===== src/tcx_pkg.sv =====
// tcx_pkg: shared constants, opcode and error codes, FSM states and
// stack port structs for the toy CPU execute unit.
// No dependencies; used by every module under src except tcx_ram.
package tcx_pkg;

	// Stack store size in bytes. Addresses wrap by masking, so keep it a power of two.
	localparam int MEM_BYTES = 65536;
	localparam int ADDR_W    = $clog2(MEM_BYTES);
	localparam int BANK_AW   = ADDR_W - 1;
	localparam int BANK_DEPTH = MEM_BYTES / 2;
	localparam int DATA_W    = 16;

	typedef enum logic [4:0] {
		CMD_NOP  = 5'd0,
		CMD_HLT  = 5'd1,
		CMD_MOVA = 5'd2,
		CMD_MOVB = 5'd3,
		CMD_MOVC = 5'd4,
		CMD_MOVD = 5'd5,
		CMD_MOVS = 5'd6,
		CMD_ADD  = 5'd7,
		CMD_SUB  = 5'd8,
		CMD_MUL  = 5'd9,
		CMD_DIV  = 5'd10,
		CMD_STE  = 5'd11,
		CMD_CLE  = 5'd12,
		CMD_STG  = 5'd13,
		CMD_CLG  = 5'd14,
		CMD_STH  = 5'd15,
		CMD_CLH  = 5'd16,
		CMD_STL  = 5'd17,
		CMD_CLL  = 5'd18,
		CMD_PUSH = 5'd19,
		CMD_POP  = 5'd20
	} cmd_t;

	typedef enum logic [2:0] {
		ERR_NONE    = 3'd0,
		ERR_DIV0    = 3'd1,
		ERR_OVER    = 3'd2,
		ERR_UNDER   = 3'd3,
		ERR_BADREG  = 3'd4,
		ERR_ILLEGAL = 3'd5
	} err_t;

	typedef enum logic [2:0] {
		ST_CLEAR,
		ST_IDLE,
		ST_EXEC,
		ST_DIV,
		ST_POP,
		ST_DONE
	} state_t;

	typedef struct packed {
		logic              wr;
		logic              rd;
		logic [ADDR_W-1:0] addr;
		logic [DATA_W-1:0] wdata;
	} stk_req_t;

	typedef struct packed {
		logic              clr_done;
		logic [DATA_W-1:0] rdata;
	} stk_rsp_t;

endpackage


===== src/tcx_divider.sv =====
// tcx_divider: 16-bit unsigned restoring divider, one quotient bit per cycle.
// Depends on tcx_pkg (DATA_W).
module tcx_divider (
	input  logic                        clk,
	input  logic                        arst_n,
	input  logic                        start,
	input  logic [tcx_pkg::DATA_W-1:0]  dividend,
	input  logic [tcx_pkg::DATA_W-1:0]  divisor,
	output logic                        done,
	output logic [tcx_pkg::DATA_W-1:0]  quotient
);

	localparam int CNT_W = $clog2(tcx_pkg::DATA_W);
	localparam logic [CNT_W-1:0] LAST = CNT_W'(tcx_pkg::DATA_W - 1);

	logic                       busy_q;
	logic                       done_q;
	logic [CNT_W-1:0]           cnt_q;
	logic [tcx_pkg::DATA_W-1:0] rem_q;
	logic [tcx_pkg::DATA_W-1:0] quo_q;
	logic [tcx_pkg::DATA_W-1:0] dvs_q;
	logic [tcx_pkg::DATA_W:0]   shifted;
	logic [tcx_pkg::DATA_W:0]   diff;

	assign shifted = {rem_q, quo_q[tcx_pkg::DATA_W-1]};
	assign diff    = shifted - {1'b0, dvs_q};

	always_ff @(posedge clk or negedge arst_n) begin
		if (!arst_n) begin
			busy_q <= 1'b0;
			done_q <= 1'b0;
			cnt_q  <= '0;
		end else begin
			done_q <= busy_q && (cnt_q == LAST);
			if (start) begin
				busy_q <= 1'b1;
				cnt_q  <= '0;
			end else if (busy_q) begin
				cnt_q <= cnt_q + 1'b1;
				if (cnt_q == LAST) begin
					busy_q <= 1'b0;
				end
			end
		end
	end

	always_ff @(posedge clk) begin
		if (start) begin
			rem_q <= '0;
			quo_q <= dividend;
			dvs_q <= divisor;
		end else if (busy_q) begin
			// diff sign bit clear: partial remainder covers the divisor
			if (!diff[tcx_pkg::DATA_W]) begin
				rem_q <= diff[tcx_pkg::DATA_W-1:0];
				quo_q <= {quo_q[tcx_pkg::DATA_W-2:0], 1'b1};
			end else begin
				rem_q <= shifted[tcx_pkg::DATA_W-1:0];
				quo_q <= {quo_q[tcx_pkg::DATA_W-2:0], 1'b0};
			end
		end
	end

	assign done     = done_q;
	assign quotient = quo_q;

endmodule


===== config.mk =====
export PLATFORM = sky130hd
export DESIGN_NAME = tcx_divider
export DESIGN_NICKNAME = d
export VERILOG_FILES = /design/src/tcx_pkg.sv /design/src/tcx_divider.sv
export SDC_FILE = /design/constraint.sdc
export NUM_CORES = 1
export LEC_CHECK = 0
export BUFFER_PORTS_ARGS = -buffer_cell sky130_fd_sc_hd__buf_2
export CAP_MARGIN = 15
export CORE_MARGIN = 4
export CORE_UTILIZATION = 40
export CTS_BUF_LIST = sky130_fd_sc_hd__clkbuf_8
export CTS_CLUSTER_DIAMETER = 30
export DETAILED_ROUTE_END_ITERATION = 16
export PLACE_DENSITY_LB_ADDON = 0.25
export REMOVE_ABC_BUFFERS = 1
export SKIP_CTS_REPAIR_TIMING = 1
export SLEW_MARGIN = 20
export SYNTH_ARGS = -nofsm -noshare
export SYNTH_HDL_FRONTEND = slang
export SYNTH_SLANG_ARGS = --single-unit

===== constraint.sdc =====
create_clock -name clk -period 3.3 [get_ports clk]
set_clock_uncertainty 0.15 [all_clocks]
set_input_delay 0.33 -clock clk [delete_from_list [all_inputs] [get_ports clk]]
set_output_delay 0.33 -clock clk [all_outputs]
set_load 0.02 [all_outputs]

After elaboration in Yosys (flattened, before gate mapping):

Cells that the tools add are included.
W data, S select, Z words.

* register bits: 54
* output and inout port bits: 17
* bits of input ports: 35

* equality and inequality tests: 1
* multiplexer cells: 9
* reduce and logical (&&, ||, !) cells: 2
* add/sub/neg operators: 2

Operator list (number)
* $mux W16: 3
* $sub A17 B16 Y17: 1
* $mux W4: 2
* $add A4 B1 Y4 const B: 1
* $eq A4 B4 Y1 const B: 1
* $mux W1: 4
* $reduce_bool A2 Y1: 1
* $logic_and A1 B1 Y1: 1

Longest topological paths before layout:

Gate-level depths: netlist (run 1).

* word-level depth: 4
* depth in mapped cells: 11

Worst setup path after synthesis (run 1):

Ideal clock, no wire load.

* kind: reg-to-reg
* start: register quo_q (netlist bit quotient[15])
* end: register rem_q[2] (netlist name)
* setup time: 140 ps
* required time: 3010 ps
* buffers on the path: 1
* cell stages (with the launch flop): 12
* clock period less this slack: 2694 ps
* arrival time: 2403 ps
* setup slack: 606 ps
* cells stage by stage: edfxtp_1 > inv_1 > ha_1 > fa_1 > nand2b_1 > a21oi_1 > o21ai_0 > a21o_4 > xnor2_4 > buf_8 > mux2i_1 > a211oi_1

* longest elaborated chain between the ends: 2

Ends and longest elaborated chain
* start: declaration: line tcx_divider.sv:20 `logic [tcx_pkg::DATA_W-1:0] quo_q;`
* start signal: assignment: line tcx_divider.sv:50 `quo_q <= dividend;`
* start signal: assignment: line tcx_divider.sv:56 `quo_q <= {quo_q[tcx_pkg::DATA_W-2:0], 1'b1};`
* start signal: assignment: line tcx_divider.sv:59 `quo_q <= {quo_q[tcx_pkg::DATA_W-2:0], 1'b0};`
* $sub A17 B16 Y17: line tcx_divider.sv:26 `assign diff = shifted - {1'b0, dvs_q};`
* $mux W16: line tcx_divider.sv:54 `if (!diff[tcx_pkg::DATA_W]) begin`
* end signal: assignment: line tcx_divider.sv:55 `rem_q <= diff[tcx_pkg::DATA_W-1:0];`
* end signal: assignment: line tcx_divider.sv:58 `rem_q <= shifted[tcx_pkg::DATA_W-1:0];`
* end: declaration: line tcx_divider.sv:19 `logic [tcx_pkg::DATA_W-1:0] rem_q;`

No other way between the ends.
A chain may end at the register's enable or synchronous reset.

Worst setup path after layout (run 1):

* start: register quo_q (netlist bit quotient[15])
* end: register rem_q[0] (netlist name)

* longest elaborated chain between the ends: 2

Ends and longest elaborated chain (line)
* $sub A17 B16 Y17: tcx_divider.sv:26
* $mux W16 *: tcx_divider.sv:54

Every way passes the cells marked *; elsewhere a longest branch is shown, timed or not.

==> results of run 1 <==
cells by family after synthesis:
kind of cell | after synthesis
AO/OA/AOI/OAI | 60
XOR/XNOR | 16
adder cells (fa/ha/maj) | 18
buffers and inverters | 31
flip-flops | 54
multiplexers | 26
AND/OR/NAND/NOR | 61
layout make-up:
cell class / instances / area [sq um]
Tap cell: 99 / 124
Fill cell: 709 / 3780
Timing Repair Buffer: 55 / 288
Multi-Input combinational cell: 181 / 1390
Clock buffer: 5 / 68.8
Sequential cell: 54 / 1430
Inverter: 22 / 82.6
Clock inverter: 3 / 47.5
state kept, by name (all words and copies together), names as in the netlist:
signal and cells:
dvs_q 16, done 1, rem_q 16, busy_q 1, quotient 16, cnt_q 4
worst paths after layout:
| path | cells past startpoint | to | start | slack, ps |
|---|---|---|---|---|
| worst max register to register | 11 | rem_q[0] | quotient[15] | 370 |
| worst min register to register | 2 | rem_q[7] | rem_q[7] | 360 |
| worst min-delay path | 1 | dvs_q[15] | divisor[15] | 30 |
| worst max-delay path | 11 | rem_q[0] | quotient[15] | 370 |
| min in group asynchronous | 2 | cnt_q[3] | arst_n | 220 |
| max in group asynchronous | 2 | busy_q | arst_n | 2640 |
per-stage QoR:
step,power (W),instances
2_1_floorplan,0.000930,257
3_3_place_gp,0.00100,410
3_5_place_dp,0.00101,410
4_1_cts,0.00147,418
5_1_grt,0.00153,419
6_report,0.00146,419
power by group:
group | switching, W | total (W) | internal, W | leakage, nW
logic | 0.000115 | 0.000210 | 0.0000950 | 0.973
registers | 0.0000201 | 0.000781 | 0.000760 | 0.534
clock network | 0.000239 | 0.000471 | 0.000232 | 0.0591
cells in the final DEF, fill, tap and decap left out, types with 2 or more instances in the layout:
cell      instances
dfrtp_1           6
xnor2_1           9
clkbuf_8          5
nand4_1           3
xor2_1            6
a211oi_1         10
o21ai_0           7
nand2_1          16
a32oi_1           4
inv_6             2
nand2b_1          3
inv_1            22
mux2_2           15
buf_2            51
nor2_1           25
edfxtp_1         32
o31ai_1           3
a21oi_1          15
buf_4             3
and3_1            2
ha_1             17
a21o_1            3
dfxtp_1          16
a21boi_0          2
nand3_1           4
mux2i_1          11
critical path: cells and delay by family, from the launching register on:
family | cells | cell delay [ps]
AOI/OAI and AO/OA | 4 | 880
and+or+nand+nor | 2 | 420
adders and majority gates | 2 | 630
xor gates and xnor gates | 1 | 120
DFF | 1 | 370
buffers and inverters | 2 | 280
metal layers:
| layer | global-route usage [%] | vias to the layer above | wire (um) |
|---|---|---|---|
| met5 | 0 | - | 0 |
| met4 | 3.97 | 0 | 40 |
| met3 | 3.77 | 4 | 363 |
| met2 | 21.0 | 50 | 2570 |
| met1 | 18.1 | 980 | 2650 |
| li1 | - | 1083 | - |
==> results by group, run 1 <==
Drt
  – Final antenna-violating net count: 0
  – Routed WL: around 5.6 mm
  – DRC: 0
  – Vias/cell: 5.05
  – Vias: 2117
  – First drt pass iteration count: 4
  – Drt wl/cell: between 10 and 15 um
  – Initial DRC Count: 55

Floorplanning
  – Die width: 93.9 um
  – Core area: 7210 sq um
  – Die Height: 93.9 um
  – Initial core utilization: 40.9%
  – I/O pin count: 52
  – Die area: 8810 sq um
  – Row count: 31

Timing
  – Highest clock rate: 342 MHz
  – RSZ-0062 raised after global routing: false
  – Fin crit period: just under 3000 ps
  – Final Hold Fails: 0
  – Final WS setup: 372 ps
  – Final setup fails: 0
  – Rel. slew slack: between 50% and 60%
  – Hold WS: 30.3 ps
  – Slew @ Worst Pin: 632 ps
  – Slew Limit Fails: 0
  – Fin Setup TNS: 0 ps
  – Period utilization: ~89%

Synthesis
  – Synth cell count leaders: edfxtp_1, nor2_1, inv_1
  – Post-synthesis adder-cell area fraction: 7.89%
  – #FFs+latches synth: between 50 and 60
  – Post-synthesis xor/xnor area fraction: 5.39%
  – Sequential area share after synthesis: 48.5%
  – Synth Area in Compound Gates: 14.4%
  – Post-synth EDFFs: 32
  – Post-synthesis mux area share: 9.46%
  – Post-synth top area cell: edfxtp_1
  – Cell with the most instances after synthesis: edfxtp_1
  – Simple-gate share of the synthesized area: between 9 and 10%
  – Top cells by area, synth: edfxtp_1, dfxtp_1, ha_1
  – Post-synthesis cell type count: 52
  – Main flop type after synthesis: edfxtp_1
  – Largest family of logic cells by synthesized area: compound AO/OA/AOI/OAI gates
  – Asr flop ratio synth: 11.1%
  – Syn Std Cell Area: 2950 sq um
  – Synth top area share: between 30% and 40%
  – Post-Synthesis Cells: 266
  – Warnings, synthesis: 0
  – Synth Area per Inst: between 10 and 15 sq um

Global routing
  – Largest net degree at the start of global routing: 57
  – Number of global-route vias before repair: 2073
  – Initial antenna violation count: 0
  – Gr usage total: 13.4%
  – GRT Residual Overflow: 0
  – First-pass GRT wire length: 9.50 mm

Clocking
  – CTS clk-pin slew, worst paths: 110 ps
  – Root buffer cell: clkbuf_8
  – Clk sinks: 54
  – Worst-case clock buffer depth: 2
  – Total CTS buffers: 5
  – Clk_lat worst skew: 320 ps
  – H-tree depth: 2
  – CTS tree: done

Finish
  – Share of cells above drive strength 1: between 20 and 30%
  – Layout Area Growth over Synthesis: 16.2%
  – Design area: approximately 3400 sq um
  – Layout Utilization: 47.5%
  – Final #Nets: 372
  – # diodes: 0

Place
  – DP HPWL: 4.05 mm
  – Post-DP Area: 3300 sq um
  – Port bufs: 51
  – Pre-CTS WS: a little under 400 ps
  – GP Congestion: 0.780

Power
  – Power Dens Cells: 426 nW/um^2
  – Leak Pwr: 1.57 nW
  – Peak supply drop: 233 uV

Critical path
  – Worst path max stage delay: 410 ps
  – Cell with the largest stage delay on the worst path: fa_1
  – Worst Path Required: 3370 ps
  – Worst setup EP type: flop
  – Worst Path Arrival: 3000 ps
  – Worst-path maximum fanout: 21
  – Critical path type: flop to flop
  – Worst Setup Start Kind: flop
  – Cell Chain, Critical Path: inv_1 -> ha_1 -> fa_1 -> nand2b_1 -> a21oi_1 -> o21ai_0 -> a21o_4 -> xnor2_4 -> buf_4 -> or2_0 -> a311oi_1

Min path
  – Hold/Removal Path Class: primary input to flop

Flow run
  – Max_cap viols: 0

Outcome
  – Status: finished, final reports clean
No activity file was read; power rests on OpenSTA's default activity.
==> run 2, diff against run 1 <==
- CTS_BUF_LIST: sky130_fd_sc_hd__clkbuf_8 -> unset
- REMOVE_ABC_BUFFERS: 1 -> unset
==> run 2 against run 1 <==
  * First-iteration DRC count is 7.3% lower
  * Sequential share of layout area is 0.23 points higher
  * Non-clock buffer count stayed put
  * Register-to-register slack hardly changed
  * Via count is 0.71% lower
  * Sequential cell count stayed put
  * Cell count stayed put
  * Wire length is 0.62% higher
==> results by group, run 2 (synthesis gave the netlist of run 1 again) <==
Finish
  – Post-route insts no fill: between 400 and 500
  – Most frequent cells in the layout: buf_2, edfxtp_1, nor2_1
  – Share of cells above drive strength 1: about a quarter
  – Most common cell after layout, fill and taps aside: buf_2
  – Layout Area Growth over Synthesis: 15.6%
  – Layout Utilization: between 40% and 50%
  – # diodes: 0
  – Final #Nets: 372

Min path
  – Hold path depth: 1
  – Min-delay src: divisor[2]
  – WHS Endpoint: dvs_q[2]
  – Hold/Removal Path Class: primary input to flop

Timing
  – Rel. slew slack: 57.8%
  – Final Hold Fails: 0
  – RSZ-0062 raised after global routing: false
  – Slew Limit Fails: 0
  – Fin Setup TNS: 0 ps
  – Period utilization: 88.5%
  – Highest clock rate: 343 MHz
  – Fin crit period: 2920 ps
  – Final setup fails: 0
  – Slew @ Worst Pin: roughly 630 ps

Place
  – Cells after DPL: between 400 and 500
  – Port bufs: 51
  – DP HPWL: 4.08 mm
  – GP Congestion: 0.782

Clocking
  – CTS clk-pin slew, worst paths: roughly 110 ps
  – Clk sinks: 54
  – H-tree depth: 2
  – Clk_lat worst skew: 320 ps
  – Total CTS buffers: 5
  – Worst-case clock buffer depth: 2
  – CTS tree: done
  – Root buffer cell: clkbuf_8

Critical path
  – Reg2reg end: rem_q[10]
  – Worst path max stage delay: 400 ps
  – R2R Path Start: quotient[15]
  – R2r worst-path depth: 11
  – Worst Path Required: between 3000 and 4000 ps
  – Worst Path Arrival: slightly below 3000 ps
  – Flop2flop setup slack: approximately 380 ps
  – Worst Setup Start Kind: flop
  – Cell family with most CP delay: compound AO/OA/AOI/OAI gates
  – Cell with the largest stage delay on the worst path: fa_1
  – Worst setup EP type: flop
  – Crit path buffers/inverters: 2
  – Worst-path maximum fanout: 21
  – Critical path type: flop to flop
  – Cell Chain, Critical Path: inv_1 -> ha_1 -> fa_1 -> nand2b_1 -> a21oi_1 -> o21ai_0 -> a21o_4 -> xnor2_4 -> buf_4 -> mux2i_1 -> a211oi_1

Drt
  – First drt pass iteration count: 6
  – Vias: 2102
  – Initial DRC Count: 51
  – Routed WL: 5.66 mm
  – Final antenna-violating net count: 0
  – Drt wl/cell: 13.5 um
  – Vias/cell: ~5.0
  – DRC: 0

Global routing
  – GRT Residual Overflow: 0
  – Gr usage total: between 10 and 15%
  – Largest net degree at the start of global routing: 57
  – Initial antenna violation count: 0
  – First-pass GRT wire length: 9.87 mm
  – Number of global-route vias before repair: 2164

Floorplanning
  – I/O pin count: 52
  – Die area: 8810 sq um
  – Initial core utilization: slightly above 40%
  – Core area: about 7200 sq um
  – Row count: 31
  – Die Height: approximately 94 um
  – Die width: 93.9 um

Flow run
  – Max_cap viols: 0

Synthesis
  – Net Count, Synth: 319

Power
  – Tot Pwr: 0.00139 W
  – Peak supply drop: ~220 uV
  – Power Dens Cells: 407 nW/um^2
  – Leak Pwr: roughly 1.6 nW

Outcome
  – Status: finished, final reports clean
run 2: worst max path at each step:
stage | from | to | depth (start not counted)
after global placement | quotient[15] | rem_q[0] | 11
after floorplan | quotient[15] | rem_q[2] | 11
after CTS | quotient[15] | rem_q[9] | 11
final | quotient[15] | rem_q[10] | 11
after detailed placement | quotient[15] | rem_q[10] | 11
after global routing | quotient[15] | rem_q[5] | 11
run 2: per-layer routing:
layer,wire length (um),up-vias,track usage [%]
met5,0,-,0
met4,78,0,4.69
met3,300,8,3.77
met2,2590,45,22.9
met1,2690,966,17.8
li1,-,1083,-
run 2: final cells by class:
type | count | area (sq um)
fillers | 723 | 3800
well taps | 99 | 124
clock buffers | 5 | 68.8
multi-input cells | 181 | 1390
flip-flops and latches | 54 | 1430
clock inverters | 3 | 28.8
inverters | 22 | 82.6
repair buffers | 55 | 288
run 2: where the power goes:
part | leakage (nW) | total [W] | switching [W] | internal (W)
sequential | 0.534 | 0.000780 | 0.0000199 | 0.000760
combinational | 0.973 | 0.000210 | 0.000115 | 0.0000952
clock | 0.0502 | 0.000400 | 0.000242 | 0.000158
run 2: metrics by stage:
stage	hold slack, ps	cell area, sq um	setup WS (ps)
after floorplan	-116	2950	606
after global placement	8.39	3300	484
after detailed placement	8.86	3300	388
after CTS	-337	3400	341
after global routing	12.2	3410	159
final	21.6	3410	381
